$ cat config.mk
export PLATFORM = sky130hd
export DESIGN_NAME = lcdws_ram
export DESIGN_NICKNAME = d
export VERILOG_FILES = /design/src/hw/rtl/assert_macros.svh /design/src/hw/rtl/lcdws_ram.sv
export SDC_FILE = /design/constraint.sdc
export NUM_CORES = 1
export LEC_CHECK = 0
export BUFFER_PORTS_ARGS = -buffer_cell sky130_fd_sc_hd__buf_4
export CAP_MARGIN = 20
export CORE_ASPECT_RATIO = 0.8
export CORE_MARGIN = 10
export CORE_UTILIZATION = 51
export CTS_CLUSTER_SIZE = 10
export DETAILED_ROUTE_END_ITERATION = 10
export PLACE_DENSITY = 0.74
export SLEW_MARGIN = 20
export SYNTH_ARGS = -nofsm -noshare
export SYNTH_HDL_FRONTEND = slang
export SYNTH_SLANG_ARGS = --single-unit
$ cat constraint.sdc
create_clock -name clk -period 2.25 [get_ports clk]
set_input_delay 0.1125 -clock clk [delete_from_list [all_inputs] [get_ports clk]]
set_output_delay 0.1125 -clock clk [all_outputs]
set_load 0.01 [all_outputs]
$ cat src/hw/rtl/assert_macros.svh
// Assertion macros shared by the RTL modules.
// Each macro expects clk and rst_n to be visible at the point of use.
`ifndef ASSERT_MACROS_SVH
`define ASSERT_MACROS_SVH

// Property checked at every rising edge of clk outside reset.
`define ASSERT_CLK(label, prop, msg) \
    label: assert property (@(posedge clk) disable iff (!rst_n) (prop)) else $error(msg);

// Non-overlapping implication (|=>), checked outside reset.
`define ASSERT_NEXT(label, pre, post, msg) \
    label: assert property (@(posedge clk) disable iff (!rst_n) (pre) |=> (post)) \
        else $error(msg);

`endif

$ cat src/hw/rtl/lcdws_ram.sv
// Generic single-port-write, single-port-read RAM with registered read.
// A read of the address written at the same edge returns the new data.
module lcdws_ram #(
    parameter int WIDTH = 8,
    parameter int DEPTH = 32,
    parameter int ADDR_W = $clog2(DEPTH)
) (
    input  logic              clk,
    input  logic              we,
    input  logic [ADDR_W-1:0] waddr,
    input  logic [WIDTH-1:0]  wdata,
    input  logic [ADDR_W-1:0] raddr,
    output logic [WIDTH-1:0]  rdata
);

    logic [WIDTH-1:0] mem [DEPTH];

    always_ff @(posedge clk)
    begin
        if (we)
        begin
            mem[waddr] <= wdata;
        end
    end

    always_ff @(posedge clk)
    begin
        if (we && (waddr == raddr))
        begin
            rdata <= wdata;
        end
        else
        begin
            rdata <= mem[raddr];
        end
    end

endmodule

# == Word-level counts from Yosys, hierarchy flattened ==
# Memory sizes are Yosys's and may differ from the RTL's. A register that Yosys moved wholly into a read port is not among the register bits.
# Index checks and enable logic that the tools add are counted.
# totals
latch_bits,0
out_inout_bits,8
ff_bits,0
ramBits,256
wordCells,3
inputBits,20
mem_bits_ro,0
memories,1
# mem_list
memory,words,width,rd,rd_ports_with_merged_regs,write_ports,line,source
mem,32,8,1,1,1,lcdws_ram.sv:16,logic [WIDTH-1:0] mem [DEPTH];
# classes
reduce_logical,0
add_sub_neg,0
n_div,0
n_eq_ne,0
muxes,2
shift,0
n_mul,0
bitwise_logic,0
n_lt_le_gt_ge,0
# op_table
operator,n
$mux 1,2

# == Depth between registers and ports, before layout ==
# Gate-level depths: netlist of run 1.
# logic_depth
depth_word,2
depth_mapped,5
ltp_nobuf,3

# == Worst setup path after synthesis of run 1 ==
# Ideal clock, no wire load.
# synth_path
path_type,register -> output
start,register (tool-made name)
end,output port rdata[0]
required_time_ns,2.138
n_path_buf,2
t_arrival_ns,2.013
stages_incl_launch_ff,6
slack_ns,0.125
path_cell_list,dfxtp_1 -> clkbuf_1 -> clkbuf_1 -> mux4_2 -> mux4_2 -> mux2_2
# synth_lines
item,line,source
to (decl),lcdws_ram.sv:13,output logic [WIDTH-1:0] rdata

==> results by group, run 1 <==
Placed design
  • Gp weighted congestion: ~0.77
  • Port buffer count: 27
  • DP HPWL: about 13000 um
  • Pre-CTS setup slack: -41.57 ps

Clocking
  • CTS Sinks: around 260
  • Clock Pin Slew Worst Setup and Hold Paths: around 50 ps
  • CTS root buf: clkbuf_16
  • H-tree levels: 1
  • CTS tree: done
  • Num CTS Buffers: 30
  • Max clock buf depth: 3

STA
  • Fin. max-slew vios: 0
  • Minimum clock period: ~2800 ps
  • Final setup violation count: 8
  • Final hold viol count: 0
  • Worst Tran Pin Value: 658.2 ps
  • Post-route setup slack: -590.6 ps
  • Slew margin rel.: around 56%
  • RSZ-0062 raised after global routing: yes
  • F_max: between 0.3 and 0.4 GHz
  • Final period utilization: 126.2%

Logic synthesis
  • Mapped Nets: between 400 and 500
  • Yosys cell types: 15
  • Syn Area/Cell: 24.14 um^2
  • Synthesis warning total: 0
  • Cell Area, Synth: around 0.010 mm^2
  • Flops & latches, synth: between 200 and 300
  • Post-synthesis sequential area ratio: about 78%
  • Cells after Synth: between 400 and 500

Setup path
  • Worst EP arrival: roughly 2700 ps
  • CP peak stage delay: 550 ps
  • CP endpoint: rdata[7]
  • CP Launch Type: register
  • Cell depth of the worst setup path: 6
  • Critical-path maximum fanout: 5
  • Critical path, cell by cell: buf_12 -> buf_12 -> mux4_2 -> mux4_2 -> mux2_4 -> buf_6
  • Critical path endpoint category: output pin
  • CP max stage cell: mux4_2
  • Critical path buffers and inverters: 3
  • Kind of critical path: reg2out
  • Req. time, crit path: approximately 2100 ps
  • Crit path max-delay family: multiplexers

Route
  • DRT iter0 DRCs: ~620
  • DRT Pass-1 Iters: 5
  • Via/cell ratio: just over 6
  • # DRC: 0
  • DR vias: roughly 4.8k
  • Post-detailed-route count of antenna-violating nets: 0
  • WL final: approximately 22000 um
  • Drt wl/cell: around 28 um

Final layout
  • Share of layout cells above drive strength 1: approximately 39%
  • Fill cells: about 1.2k
  • Final layout net count: roughly 540
  • Largest register FFs: roughly 260
  • Commonest non-fill, non-tap cell in the layout: edfxtp_1
  • Largest regs: mem: 256 flops
  • Layout area overhead: 20.15%
  • Most frequent cells in the layout: edfxtp_1, mux4_2, buf_4
  • Biggest register: mem

Min path
  • Hold depth: 1
  • Hold path startpoint: wdata[0]
  • Hold crit path type: in2reg

Floorplanning
  • Core box area: 0.01909 mm^2
  • Die width: between 150 and 200 um
  • Die Y: 145.2 um
  • Boundary Pins: 28
  • Starting Density: between 50% and 60%
  • # rows: 45
  • Full die area: roughly 0.026 mm^2

Power and ir drop
  • Worst VDD drop: approximately 430 uV
  • P per Cell Area: 851.9 mW/mm^2
  • Static Leak: 3.904 nW
  • Overall Power: just over 10 mW

GRT
  • Antenna violations before repair: 2
  • Global route total overflow: 0
  • Total track usage: about 17%
  • Pin count of the biggest net entering global routing: 33
  • Vias in the first global route: around 4.9k
  • First-pass GRT wire length: about 32000 um

Status
  • Status: finished with violations
  • Failing checks: negative setup slack

Flow run
  • Max-cap violations: 0
-- worst min path at each step --
stage / to / slack (ps)
2_1_floorplan: register / 140
3_3_place_gp: register / 220
3_5_place_dp: register / 220
4_1_cts: mem[11][0] / 10
5_1_grt: mem[11][0] / 20
6_report: mem[8][0] / 30
-- where the power goes --
part	total [mW]	switching (mW)	internal (mW)
clock network	4.18	1.69	2.49
logic	0.623	0.293	0.330
registers	5.43	0.0251	5.40
total	10.2	2.01	8.22
-- synthesized netlist by cell type --
| cell | instances | share of area (%) |
|---|---|---|
| mux2_2 | 8 | 0.90 |
| nand2_1 | 1 | 0.038 |
| or3b_2 | 3 | 0.26 |
| nand3_1 | 2 | 0.10 |
| nand3b_1 | 5 | 0.38 |
| mux4_2 | 80 | 18 |
| buf_4 | 6 | 0.45 |
| buf_2 | 1 | 0.050 |
| buf_1 | 6 | 0.23 |
| nor2_1 | 33 | 1.2 |
| clkbuf_1 | 6 | 0.23 |
| dfxtp_1 | 5 | 1.0 |
| edfxtp_1 | 256 | 77 |
| or3_1 | 1 | 0.063 |
| buf_6 | 1 | 0.11 |
-- per-stage QoR --
stage	instances	TNS (ps)	util [%]	hold slack, ps	cell area, um^2
2_1_floorplan	414	0	-	140.2	9993
3_3_place_gp	723	-26.13	56.77	217.0	10840
3_5_place_dp	723	-109.3	56.77	218.1	10840
4_1_cts	786	-4332	62.75	10.11	11980
5_1_grt	787	-4630	62.89	15.38	12000
6_report	788	-4143	62.90	27.00	12010
-- metal layers --
metal | routed length [um] | GRT usage [%] | vias to the layer above
met5 | 13 | 0 | -
met4 | 393 | 3.693 | 2
met3 | 2152 | 3.780 | 38
met2 | 10180 | 24.76 | 240
met1 | 9036 | 24.78 | 2511
li1 | - | - | 1972
-- timing repair --
action,in CTS,in global routing
buffers inserted,5,0
hold buffers,11,0
resized for setup,20,1
hold endpoints to repair,168,0
gates cloned,2,2
endpoints found under the setup margin,8,8
-- area by class of cell --
type / count / area [um^2] / area share (%)
multi-input cells: 133 / 2126 / 17.71
repair buffers: 90 / 929.6 / 7.743
flip-flops and latches: 261 / 7792 / 64.90
clock inverters: 1 / 8.758 / 0.07295
well taps: 258 / 322.8 / 2.689
diodes: 1 / 2.502 / 0.02084
clock buffers: 44 / 824.5 / 6.867
-- kinds of logic (layout without fill, tap and decap cells) --
family | after synthesis | count (layout) | synth area share, %
AND/OR/NAND/NOR | 45 | 45 | 2.078
other | 0 | 1 | 0
flip-flops | 261 | 261 | 77.93
buffers and inverters | 20 | 135 | 1.064
multiplexers | 88 | 88 | 18.93
(Power assumes the default switching activity.)
==> inputs of run 2 (changes only) <==
--- a/config.mk
+++ b/config.mk
@@ -5,14 +5,15 @@
 export SDC_FILE = /design/constraint.sdc
 export NUM_CORES = 1
 export LEC_CHECK = 0
-export BUFFER_PORTS_ARGS = -buffer_cell sky130_fd_sc_hd__buf_4
+export ABC_AREA = 1
 export CAP_MARGIN = 20
 export CORE_ASPECT_RATIO = 0.8
 export CORE_MARGIN = 10
 export CORE_UTILIZATION = 51
 export CTS_CLUSTER_SIZE = 10
 export DETAILED_ROUTE_END_ITERATION = 10
-export PLACE_DENSITY = 0.74
+export DONT_BUFFER_PORTS = 1
+export PLACE_DENSITY = 0.73
 export SLEW_MARGIN = 20
 export SYNTH_ARGS = -nofsm -noshare
 export SYNTH_HDL_FRONTEND = slang
==> run 2 against run 1 <==
The run now ends clean. Clock power increased by 5%. Synthesized area is 7.3% higher. Synthesized cell count rose by 120%. Power grew 3.2%. Routed wire length is 27% higher. Fmax up 28%. Sequential cell count stayed put. Sequential share of layout area is 2.8 points lower. Highest routed layer is now met4.
==> results by group, run 2 <==
Setup path
  • Crit path max-delay family: simple AND/OR/NAND/NOR gates
  • Critical-path maximum fanout: 17
  • Worst EP arrival: 2110 ps
  • Cell depth of the worst setup path: 10
  • Req. time, crit path: between 2000 and 2500 ps
  • CP Launch Type: register
  • CP max stage cell: dfxtp_4
  • Crit path top cell by count: nand2_1
  • CP peak stage delay: about 450 ps
  • Critical path endpoint category: output pin
  • Kind of critical path: reg2out
  • Critical path, cell by cell: buf_4 -> clkbuf_16 -> nand2_1 -> nand3_1 -> nand3_1 -> nand2_1 -> nand2_1 -> nand2_1 -> nand2_1 -> nand2_2
  • Critical path buffers and inverters: 2

Power and ir drop
  • Static Leak: 4.688 nW
  • Overall Power: ~11 mW
  • P per Cell Area: about 840 mW/mm^2
  • Switching Fraction: between 20 and 25%
  • Flop pwr share: 51.4%
  • Switching Power: between 2 and 2.5 mW
  • Worst VDD drop: 705.5 uV
  • P_int: a little over 8 mW
  • Clk network pwr share: approximately two fifths
  • Logic pwr share: between 7 and 8%

Logic synthesis
  • Cell Area, Synth: around 0.011 mm^2
  • Post-synth ARST share: 0%
  • Post-synth EDFFs: around 260
  • Syn Area/Cell: 11.67 um^2
  • Most frequent cells after synthesis: nand2_1, edfxtp_1, nand3_1, nor2_1, buf_6
  • Predominant post-synthesis flop cell: edfxtp_1
  • Yosys cell types: 12
  • Mapped Nets: approximately 940
  • Cells after Synth: slightly above 900
  • Share of Yosys cell area claimed by the top area cell type: a little under three quarters
  • Synth top area cells: edfxtp_1, nand2_1, nand3_1
  • Area leader, netlist: edfxtp_1
  • Most frequent cell after synthesis: nand2_1
  • Flops & latches, synth: around 260
  • Post-synthesis sequential area ratio: roughly 73%
  • Synthesis warning total: 0

STA
  • Slew margin rel.: between 60 and 70%
  • Post-route setup slack: between 30 and 40 ps
  • Final period utilization: a little over nine tenths
  • Worst Tran Pin Value: between 500 and 600 ps
  • Final hold viol count: 0
  • F_max: between 0.4 and 0.5 GHz
  • Final setup violation count: 0
  • Fin. max-slew vios: 0
  • Final setup TNS: 0 ps
  • Minimum clock period: approximately 2200 ps

Min path
  • Hold path startpoint: waddr[3]
  • Hold crit path type: in2reg
  • Hold depth: 3

Final layout
  • Largest regs: mem: 256 flops
  • Fin util: around three fifths
  • Share of layout cells above drive strength 1: approximately 11%
  • Multi-input logic area: 0.002527 mm^2
  • Final layout net count: approximately 1k
  • Most frequent cells in the layout: nand2_1, edfxtp_1, nand3_1
  • Biggest register: mem
  • Largest register FFs: about 260
  • Fill cells: approximately 1.6k
  • Layout area overhead: 16.92%
  • Non-Filler Instances: approximately 1.3k
  • Commonest non-fill, non-tap cell in the layout: nand2_1
  • Register Area: slightly below 0.008 mm^2

Floorplanning
  • Core box area: roughly 0.021 mm^2
  • Die width: approximately 180 um
  • # rows: 47
  • Full die area: around 0.027 mm^2
  • Die Y: roughly 150 um
  • Boundary Pins: 28
  • Starting Density: between 50% and 60%

Route
  • Via/cell ratio: 5.765
  • Post-detailed-route count of antenna-violating nets: 0
  • Drt wl/cell: approximately 22 um
  • # DRC: 0
  • DR vias: around 7.4k
  • WL final: 27650 um
  • DRT Pass-1 Iters: 6
  • DRT iter0 DRCs: ~1.1k

Flow run
  • Max-cap violations: 0

Placed design
  • Number of cells after detailed placement: between 1k and 1.5k
  • Gp weighted congestion: 0.8599
  • DP HPWL: approximately 15000 um
  • Pre-CTS setup slack: 481.5 ps
  • Port buffer count: 0

Clocking
  • CTS root buf: clkbuf_16
  • CTS tree: done
  • Max clock buf depth: 3
  • Num CTS Buffers: 30
  • CTS Sinks: between 200 and 300
  • H-tree levels: 1
  • Clock Pin Slew Worst Setup and Hold Paths: around 60 ps

GRT
  • Vias in the first global route: around 7.0k
  • Total track usage: about a fifth
  • Antenna violations before repair: 1
  • First-pass GRT wire length: 40440 um
  • Pin count of the biggest net entering global routing: 70
  • Global route total overflow: 0

Status
  • Status: finished, final reports clean
run 2: cell types whose count changed in the layout (fill, tap and decap cells not counted), moves of 3 or more:
| cell | delta |
|---|---|
| nand2_1 | +351 |
| nand3_1 | +199 |
| mux4_2 | -80 |
| clkbuf_1 | +11 |
| buf_4 | -10 |
| inv_1 | +8 |
| nand2_2 | +8 |
| mux2_4 | -7 |
| buf_6 | -6 |
| dlygate4sd3_1 | +5 |
| nand3b_1 | -5 |
| buf_16 | +4 |
| nand3_2 | +3 |
| or3b_2 | -3 |
run 2: per-layer routing:
metal  vias to the layer above  wire [um]  share of wire, %  global-route usage (%)
li1                       3332          -                 -                       -
met1                      3501      11130                40                   26.16
met2                       449      12590                46                   29.48
met3                        80       3142                11                   4.947
met4                         0        792               2.9                   5.400
met5                         -          0                 0                       0
run 2: cell families after synthesis:
family | count (synthesis) | synth area share (%)
and+or+nand+nor | 596 | 23.24
DFF | 261 | 72.60
buffers and inverters | 62 | 4.164
run 2: what timing repair did:
item | 4_1_cts | 5_1_grt
hold endpoints to repair | 265 | 0
pin swaps | 0 | 1
hold buffers | 24 | 0
buffers inserted | 0 | 9
setup endpoints to repair | 6 | 8
gates cloned | 1 | 5
gates resized for setup | 5 | 16
run 2: final cells by class:
class,count,share of cell area [%]
sequential,261,62.13
multi-input combinational,596,20.15
timing repair buffer,83,7.552
clock buffer,55,6.903
tap,269,2.684
inverter,10,0.4190
clock inverter,1,0.06983
timing repair inverter,1,0.06983
antenna,1,0.01995
run 2: final timing paths:
check	slack, ps	endpoint
min	30	mem[1][6]
max	30	rdata[2]
run 2: per-stage QoR:
step	hold WS (ps)	instance area (um^2)
5_1_grt	36.83	12540
3_5_place_dp	140.3	11090
6_report	25.27	12540
3_3_place_gp	140.4	11090
2_1_floorplan	140.2	10730
4_1_cts	9.134	12330
run 2: power groups by stage:
stage	Combinational [mW]	Clock [mW]	Sequential (mW)
floorplan	0.405	0	5.51
global placement	0.531	0	5.52
detailed placement	0.537	0	5.52
CTS	0.696	4.38	5.42
global route	0.821	4.62	5.42
finish	0.760	4.37	5.42
